===== config.mk =====
export PLATFORM = sky130hd
export DESIGN_NAME = framed_packet_receiver
export DESIGN_NICKNAME = d
export VERILOG_FILES = /design/src/hw/rtl/fpr_pkg.sv /design/src/hw/rtl/fpr_frame_core.sv /design/src/hw/rtl/framed_packet_receiver.sv
export SDC_FILE = /design/constraint.sdc
export NUM_CORES = 1
export LEC_CHECK = 0
export ABC_CLOCK_PERIOD_IN_PS = 4800
export CORE_MARGIN = 8
export CORE_UTILIZATION = 50
export CTS_CLUSTER_SIZE = 8
export DETAILED_ROUTE_END_ITERATION = 8
export DONT_BUFFER_PORTS = 1
export MAX_ROUTING_LAYER = met4
export PLACE_DENSITY_LB_ADDON = 0.3
export SLEW_MARGIN = 10
export SYNTH_ARGS = -nofsm -noshare
export SYNTH_HDL_FRONTEND = slang
export SYNTH_HIERARCHICAL = 1
export SYNTH_SLANG_ARGS = --single-unit

===== constraint.sdc =====
create_clock -name clk_i -period 4.8 [get_ports clk_i]
set_input_delay 0.72 -clock clk_i [delete_from_list [all_inputs] [get_ports clk_i]]
set_output_delay 0.72 -clock clk_i [all_outputs]
set_load 0.1 [all_outputs]

===== src/hw/rtl/fpr_pkg.sv =====
// Shared types, codes and helpers for the framed packet receiver.
`timescale 1ns / 1ps
`default_nettype none

package fpr_pkg;

  localparam logic [7:0] StartMarkerReset = 8'hFE;
  localparam logic [7:0] CsumLowCount     = 8'd2;
  localparam logic [7:0] CsumHighCount    = 8'd1;

  typedef enum logic [1:0] {
    PH_HUNT = 2'd0,
    PH_LEN  = 2'd1,
    PH_PAY  = 2'd2,
    PH_CSUM = 2'd3
  } phase_e;

  typedef enum logic [1:0] {
    EV_FRAMING = 2'd0,
    EV_PAYLOAD = 2'd1,
    EV_ACCEPT  = 2'd2,
    EV_REJECT  = 2'd3
  } event_e;

  typedef struct packed {
    phase_e     phase;
    logic [7:0] bytes_remaining;
    logic [7:0] length_held;
    logic [7:0] sum_low;
    logic [7:0] sum_high;
    logic [7:0] csum_low_byte;
  } frame_state_t;

  typedef struct packed {
    event_e      event_res;
    logic [7:0]  payload_byte;
    logic [7:0]  payload_index;
    logic        last_payload;
    logic [7:0]  frame_length;
    logic [15:0] computed_checksum;
    logic [15:0] received_checksum;
  } frame_result_t;

  // 8-bit add with the carry folded back into bit 0
  function automatic logic [7:0] eac_add(input logic [7:0] a, input logic [7:0] b);
    logic [8:0] s;
    s = {1'b0, a} + {1'b0, b};
    return s[7:0] + {7'd0, s[8]};
  endfunction

endpackage

`default_nettype wire


===== src/hw/rtl/fpr_frame_core.sv =====
// Per-byte frame decode: next framing state and the result for one beat.
`timescale 1ns / 1ps
`default_nettype none

module fpr_frame_core (
  input  fpr_pkg::frame_state_t  state_i,
  input  logic [7:0]             rx_byte_i,
  input  logic [7:0]             start_marker_i,
  output fpr_pkg::frame_state_t  state_o,
  output fpr_pkg::frame_result_t result_o
);

  logic [7:0]  sum_low_add;
  logic [15:0] recv_csum;
  logic [15:0] comp_csum;

  assign sum_low_add = fpr_pkg::eac_add(state_i.sum_low, rx_byte_i);
  assign recv_csum   = {rx_byte_i, state_i.csum_low_byte};
  assign comp_csum   = {state_i.sum_high, state_i.sum_low};

  always_comb begin
    state_o  = state_i;
    result_o = '0;
    result_o.event_res = fpr_pkg::EV_FRAMING;
    unique case (state_i.phase)
      fpr_pkg::PH_HUNT: begin
        if (rx_byte_i == start_marker_i) begin
          state_o.phase = fpr_pkg::PH_LEN;
        end
      end
      fpr_pkg::PH_LEN: begin
        state_o.length_held     = rx_byte_i;
        state_o.bytes_remaining = rx_byte_i;
        state_o.sum_low         = '0;
        state_o.sum_high        = '0;
        result_o.frame_length   = rx_byte_i;
        // empty frame: go straight to the checksum bytes
        if (rx_byte_i == 8'd0) begin
          state_o.bytes_remaining = fpr_pkg::CsumLowCount;
          state_o.phase           = fpr_pkg::PH_CSUM;
        end else begin
          state_o.phase = fpr_pkg::PH_PAY;
        end
      end
      fpr_pkg::PH_PAY: begin
        result_o.event_res     = fpr_pkg::EV_PAYLOAD;
        result_o.payload_byte  = rx_byte_i;
        result_o.payload_index = state_i.length_held - state_i.bytes_remaining;
        result_o.frame_length  = state_i.length_held;
        state_o.sum_low        = sum_low_add;
        state_o.sum_high       = fpr_pkg::eac_add(state_i.sum_high, sum_low_add);
        if (state_i.bytes_remaining > 8'd1) begin
          state_o.bytes_remaining = state_i.bytes_remaining - 8'd1;
        end else begin
          result_o.last_payload   = 1'b1;
          state_o.bytes_remaining = fpr_pkg::CsumLowCount;
          state_o.phase           = fpr_pkg::PH_CSUM;
        end
      end
      fpr_pkg::PH_CSUM: begin
        result_o.frame_length = state_i.length_held;
        if (state_i.bytes_remaining == fpr_pkg::CsumLowCount) begin
          state_o.csum_low_byte   = rx_byte_i;
          state_o.bytes_remaining = fpr_pkg::CsumHighCount;
        end else begin
          result_o.received_checksum = recv_csum;
          result_o.computed_checksum = comp_csum;
          result_o.event_res = (recv_csum == comp_csum) ? fpr_pkg::EV_ACCEPT
                                                        : fpr_pkg::EV_REJECT;
          state_o.bytes_remaining = '0;
          state_o.phase           = fpr_pkg::PH_HUNT;
        end
      end
      default: begin
        state_o.phase = fpr_pkg::PH_HUNT;
      end
    endcase
  end

endmodule

`default_nettype wire


===== src/hw/rtl/framed_packet_receiver.sv =====
// Top level of the framed packet receiver with Fletcher-16 check.
//
//  channel | direction | handshake               | payload
//  --------+-----------+-------------------------+-------------------------------
//  in      | sink      | in_valid_i / in_stall_o | rx_byte_i
//  out     | source    | out_valid_o/out_stall_i | event_res_o .. received_checksum_o
//  cfg     | sink      | cfg_valid_i/cfg_ready_o | cfg_data_i (start marker)
//
// One beat in, one beat out; a byte is taken every cycle unless in_stall_o is high.
// The whole decode is one combinational step between the framing state and
// the output register, which parts the two sides.
// in_stall_o is high only while a result sits in the output register and is stalled.
// Reset returns to hunting with zero sums and the start marker at 0xFE.
`timescale 1ns / 1ps
`default_nettype none

module framed_packet_receiver (
  input  logic        clk_i,
  input  logic        rst_ni,
  input  logic        in_valid_i,
  output logic        in_stall_o,
  input  logic [7:0]  rx_byte_i,
  input  logic        cfg_valid_i,
  output logic        cfg_ready_o,
  input  logic [7:0]  cfg_data_i,
  output logic        out_valid_o,
  input  logic        out_stall_i,
  output logic [1:0]  event_res_o,
  output logic [7:0]  payload_byte_o,
  output logic [7:0]  payload_index_o,
  output logic        last_payload_o,
  output logic [7:0]  frame_length_o,
  output logic [15:0] computed_checksum_o,
  output logic [15:0] received_checksum_o
);

  fpr_pkg::frame_state_t  state_q, state_d;
  fpr_pkg::frame_result_t res_q, res_d;
  logic [7:0]             marker_q;
  logic                   out_valid_q;
  logic                   in_fire;

  assign in_stall_o  = out_valid_q & out_stall_i;
  assign in_fire     = in_valid_i & ~in_stall_o;
  assign cfg_ready_o = 1'b1;

  fpr_frame_core u_core (
    .state_i        (state_q),
    .rx_byte_i      (rx_byte_i),
    .start_marker_i (marker_q),
    .state_o        (state_d),
    .result_o       (res_d)
  );

  always_ff @(posedge clk_i or negedge rst_ni) begin
    if (!rst_ni) begin
      // all-zero state is hunting with cleared count and sums
      state_q     <= '0;
      marker_q    <= fpr_pkg::StartMarkerReset;
      out_valid_q <= 1'b0;
    end else begin
      if (cfg_valid_i) begin
        marker_q <= cfg_data_i;
      end
      if (in_fire) begin
        state_q     <= state_d;
        out_valid_q <= 1'b1;
      end else if (!out_stall_i) begin
        out_valid_q <= 1'b0;
      end
    end
  end

  // hold the result while stalled
  always_ff @(posedge clk_i) begin
    if (in_fire) begin
      res_q <= res_d;
    end
  end

  assign out_valid_o         = out_valid_q;
  assign event_res_o         = res_q.event_res;
  assign payload_byte_o      = res_q.payload_byte;
  assign payload_index_o     = res_q.payload_index;
  assign last_payload_o      = res_q.last_payload;
  assign frame_length_o      = res_q.frame_length;
  assign computed_checksum_o = res_q.computed_checksum;
  assign received_checksum_o = res_q.received_checksum;

  a_fire_gives_result: assert property (@(posedge clk_i) disable iff (!rst_ni)
    in_fire |=> out_valid_q)
    else $error("accepted byte produced no result");

  a_hunt_count_zero: assert property (@(posedge clk_i) disable iff (!rst_ni)
    (state_q.phase == fpr_pkg::PH_HUNT) |-> (state_q.bytes_remaining == 8'd0))
    else $error("count not cleared while hunting");

  a_csum_count: assert property (@(posedge clk_i) disable iff (!rst_ni)
    (state_q.phase == fpr_pkg::PH_CSUM) |->
      (state_q.bytes_remaining == fpr_pkg::CsumLowCount ||
       state_q.bytes_remaining == fpr_pkg::CsumHighCount))
    else $error("bad count in checksum phase");

  a_pay_count: assert property (@(posedge clk_i) disable iff (!rst_ni)
    (state_q.phase == fpr_pkg::PH_PAY) |->
      (state_q.bytes_remaining != 8'd0 &&
       state_q.bytes_remaining <= state_q.length_held))
    else $error("payload count out of range");

  a_index_in_frame: assert property (@(posedge clk_i) disable iff (!rst_ni)
    (out_valid_q && res_q.event_res == fpr_pkg::EV_PAYLOAD) |->
      (res_q.payload_index < res_q.frame_length))
    else $error("payload index beyond frame length");

endmodule

`default_nettype wire


; Word level (Yosys, flattened, before mapping)
; Cells that the tools add are included.
[word_totals]
register_bits = 110
elab_cells = 64
out_inout_bits = 62
[classes]
n_bitwise = 4
muxes = 17
magnitude_cmp = 1
addsub = 6
n_reduce_logical = 11
n_eq_ne = 10
[ops]
columns = operator, n
row1 = 16-bit one-hot mux with 2 select lines, 1
row2 = 8-bit one-hot mux with 3 select lines, 1
row3 = 8-bit by 8-bit adder with 9-bit output, 2
row4 = 8-bit by 1-bit adder with 8-bit output, 2
row5 = 16-bit == test, 1
row6 = 8-bit two-way mux, 2
row7 = 8-bit one-hot mux with 2 select lines, 1
row8 = 8-bit by 2-bit == test with 1-bit output (second input constant), 1
row9 = 8-bit == test, 1
row10 = 8-bit by 1-bit greater-than comparator with 1-bit output (second input constant), 1
row11 = 8-bit zero test, 1
row12 = 2-bit two-way mux, 4
row13 = 2-bit one-hot mux with 4 select lines, 1
row14 = 8-bit by 1-bit subtractor with 8-bit output (second input constant), 1
row15 = 8-bit subtractor, 1
row16 = 1-bit two-way mux, 6
row17 = 2-bit AND reduction, 3
row18 = 2-bit == test (second input constant), 2
row19 = 2-bit by 1-bit != test with 1-bit output (second input constant), 2
row20 = 2-bit != test (second input constant), 2
row21 = 2-bit one-hot mux with 2 select lines, 1
row22 = 4-bit AND reduction, 1
row23 = 2-bit OR reduction, 2
row24 = 3-bit AND reduction, 1
row25 = other kinds (6), 8

; Depth between registers and ports, before layout
[logic_depth]
depth_word = 5
ltp_mapped = 25
mapped_depth_nobuf = 25

; Hierarchy
; Netlist, hierarchy kept.
[by_module_without_submodules]
columns = module, area_per_inst_um2, cells_per_inst, n_inst
row1 = framed_packet_receiver, 3717.3, 170, 1
row2 = fpr_frame_core, 2697.6, 396, 1

; Worst setup path before layout
; Ideal clock, no wire load.
[synth_timing]
kind = in2reg
start = input rx_byte_i[0]
end = register state_q[15] (netlist name)
stages = 22
path_slack_ns = -0.355
arrival_time_ns = 5.030
path_cell_list = ha_1 -> fa_1 -> a211oi_1 -> o21bai_1 -> a21oi_1 -> nor2b_1 -> o21ai_0 -> nand2b_1 -> ha_1 -> ha_1 -> fa_1 -> a211o_1 -> a41o_1 -> a21oi_1 -> o21bai_1 -> ha_1 -> and3_1 -> and2_1 -> and4_4 -> nor3_1 -> o32ai_1 -> mux2_2
[synth_rtl]
columns = item, line_no
row1 = start: declaration, framed_packet_receiver.sv:22  ; input logic [7:0] rx_byte_i,
row2 = end signal: assignment, framed_packet_receiver.sv:66  ; state_q <= state_d;
row3 = end: declaration, framed_packet_receiver.sv:37  ; fpr_pkg::frame_state_t state_q, state_d;

==> results by group <==
STA
  – Max Transition Viols Final: 0
  – Fin crit period: between 4000 and 5000 ps
  – Final setup viols: 0
  – Slew HR: between 30% and 40%
  – Final Cycle Share: 97.1%
  – Peak Freq: 0.214 GHz
  – Hold Vio Cnt, Final: 0
  – Worst-margin pin slew: 985 ps
  – Skew final: 11.4 ps

Drt
  – DR iter-0 viols: 348
  – DRT Wirelength: 15,400 um
  – Post-route ant nets: 0
  – Total number of vias: roughly 4,400
  – DR DRC count: 0
  – Drt pass-1 iters: 6
  – Wirelength per Cell: 20.3 um
  – Vias/cell: 5.81

Power and ir drop
  – Power Internal: 2.78 mW
  – VDD IR max: roughly 0.00029 V
  – P per Cell Area: between 700 and 800 mW/mm^2
  – Sequential fraction of design power: 39.7%
  – Leak: ~3 nW
  – Power share of the combinational group: 44.4%
  – Total power: 5.05 mW
  – Net Sw Frac: 44.9%
  – Clock power frac: around 16%
  – Switching power: between 2 and 2.5 mW

Clock tree
  – Root buffer cell: clkbuf_16
  – CTS sink cnt: 110
  – Cts bufs inserted: 9
  – CTS tree: done
  – Cts hold-fix bufs: 0
  – H-Tree Depth: 3
  – Skew-Pair Late Insertion Delay: approximately 340 ps
  – Reg clk slew, reported paths: around 80 ps
  – Worst-case clock buffer depth: 2

Global routing
  – Pin count of the biggest net entering global routing: 64
  – Vias in the first global route: 4,282
  – Grt total ovfl: 0
  – First-pass GRT wire length: 23,700 um
  – Initial antenna violation count: 0
  – GRT Resource Usage Total: 18.9%

Final layout
  – # diodes: 0
  – Commonest non-fill, non-tap cell in the layout: edfxtp_1
  – Area of the multi-input gates: roughly 0.0032 sq mm
  – Fillcell total: 1,038
  – Area Growth Syn to Fin: 11.8%
  – Util after Layout: 57.0%
  – Most frequent cells in the layout: edfxtp_1 (59), mux2_2 (55), dfrtp_1 (44), and2_1 (43), buf_4 (35)
  – Register area: around 0.0031 sq mm
  – Fin nets: 641
  – Finished Layout Cells: 759
  – Share of cells above drive strength 1: 24.7%

Hold path
  – Hold WC Path Type: in -> async

Synth
  – Post-synthesis average cell area: 11.3 sq um
  – Flops & latches, synth: 110
  – Mapped Cells: roughly 570
  – Synthesis Warnings: 6
  – Post-synthesis cell type count: 65
  – EDFF count, synth: 59
  – Cell Area, Synth: between 0.006 and 0.007 sq mm
  – Main synth FF type: edfxtp_1
  – Ys async rst share: between 40 and 50%
  – Sequential area share after synthesis: 47.6%
  – Syn nets: roughly 630

Setup path
  – Data required, critical path: 5030 ps
  – Worst Path Arrival: 4890 ps
  – Crit-path slowest cell: dfrtp_1
  – Critical path capture point type: register
  – CP max FO: 2
  – CP top delay family: compound AO/OA/AOI/OAI gates
  – Buf+Inv Stages, Crit Path: 0
  – Worst Setup Path Type: reg -> reg
  – Startpoint Class: register
  – Worst-path cell chain: ha_4 -> fa_2 -> a211oi_2 -> o21bai_1 -> a21oi_2 -> nor2b_1 -> o21ai_1 -> nand2b_1 -> ha_2 -> ha_4 -> xor2_2 -> ha_1 -> a211o_1 -> a41o_1 -> a21oi_2 -> o21bai_1 -> ha_2 -> and3_4 -> and2_4 -> a31oi_2 -> o21a_1 -> o32ai_2 -> mux2_4
  – Setup crit start: state_q[16]
  – Reg2reg start: state_q[16]
  – Delay of the slowest critical-path stage: roughly 420 ps

Floorplan
  – Site Rows: between 40 and 50
  – Die ar.: 0.0167 sq mm
  – Total I/O pin count: 83
  – Die Span Y: 129 um
  – Core Region: ~0.013 sq mm
  – Die width: around 130 um
  – Initial core utilization: roughly 51%

Placed design
  – Count of input and output buffers: 0
  – Placed insts: ~740
  – Post-DP HPWL: 10,700 um
  – Final Wtd Congestion: 0.879

Run
  – # Max-Cap Violations: 0

Outcome
  – Run status: finished, final reports clean
-- cell usage after synthesis, types with 22 or more instances --
cell type	number	share of area (%)
ha_1	35	6.8
edfxtp_1	59	28
nor2_1	25	1.5
o21ai_0	22	1.7
dfrtp_1	44	17
nand2_1	24	1.4
mux2_2	56	9.8
a21oi_1	24	1.9
inv_1	29	1.7
clkbuf_1	22	1.3
and2_1	44	4.3
xor2_1	28	3.8
-- logic make-up after synthesis --
kind of cell | Yosys count | synth area share, %
AND/OR/NAND/NOR | 141 | 12.1
AO/OA/AOI/OAI | 114 | 11.9
flip-flops | 110 | 47.6
multiplexers | 59 | 10.3
buffers and inverters | 59 | 4.15
XOR/XNOR | 44 | 6.01
adder cells (fa/ha/maj) | 38 | 7.76
other | 1 | 0.0585
-- registers in the layout, summed over array words and instances, names as in the netlist --
register,count
last_payload_o,1
state_q,42
payload_index_o,8
marker_q,8
received_checksum_o,16
computed_checksum_o,16
payload_byte_o,8
event_res_o,2
out_valid_o,1
frame_length_o,8
-- worst register-to-register path, cell delays in order (launching register included) --
cell and delay (ps):
dfrtp_1 420, ha_4 180, fa_2 340, a211oi_2 230
o21bai_1 130, a21oi_2 160, nor2b_1 60, o21ai_1 120
nand2b_1 70, ha_2 200, ha_4 170, xor2_2 180
ha_1 320, a211o_1 330, a41o_1 280, a21oi_2 140
o21bai_1 90, ha_2 180, and3_4 140, and2_4 130
a31oi_2 170, o21a_1 160, o32ai_2 70, mux2_4 270
-- layer usage --
layer / track usage (%) / vias up / wire (um)
met5: - / - / 0
met4: 4.01 / 0 / 101
met3: 3.41 / 6 / 867
met2: 30.9 / 173 / 7510
met1: 24.0 / 2188 / 6940
li1: - / 2042 / -
-- power by group through the flow --
| stage | Clock (mW) | Sequential (mW) | Combinational, mW |
|---|---|---|---|
| finish | 0.803 | 2.00 | 2.24 |
| detailed placement | 0 | 2.03 | 2.13 |
| CTS | 0.816 | 2.01 | 2.15 |
| global route | 0.842 | 2.04 | 2.47 |
| global placement | 0 | 2.01 | 2.09 |
| floorplan | 0 | 1.93 | 1.64 |
-- worst paths after layout --
| check | endpoint | cells past startpoint | slack [ps] |
|---|---|---|---|
| min in group clk_i | out_valid_o | 1 | 490 |
| max in group asynchronous | marker_q[1] | 0 | 4540 |
| worst min-delay path | state_q[28] | 0 | 70 |
| worst max-delay path | state_q[15] | 23 | 140 |
| worst min register to register | state_q[24] | 1 | 550 |
| worst max register to register | state_q[15] | 23 | 140 |
-- cell type report --
cell class                      count  area share, %
Multi-Input combinational cell    397           44.7
Sequential cell                   110           42.6
Timing Repair Buffer               35           3.66
Clock buffer                        9           3.14
Tap cell                          172           3.00
Inverter                           29           1.52
Clock inverter                      7           1.33
-- metrics by stage --
stage                     instance area, sq um  hold WS, ps  setup TNS (ps)  worst slack [ps]
after floorplan                           6490          424           -33.5             -33.5
after global placement                    6780          429            -181              -105
after detailed placement                  6780          429            -617              -225
after CTS                                 7100         50.2               0              46.1
after global routing                      7170         51.4            -156             -65.6
final                                     7170         66.6               0               137
-- repair_timing --
action / CTS / global route
resized for setup: 0 / 6
endpoints found under the setup margin: 0 / 6
buffers inserted: 0 / 5
No activity file was read; power rests on OpenSTA's default activity.
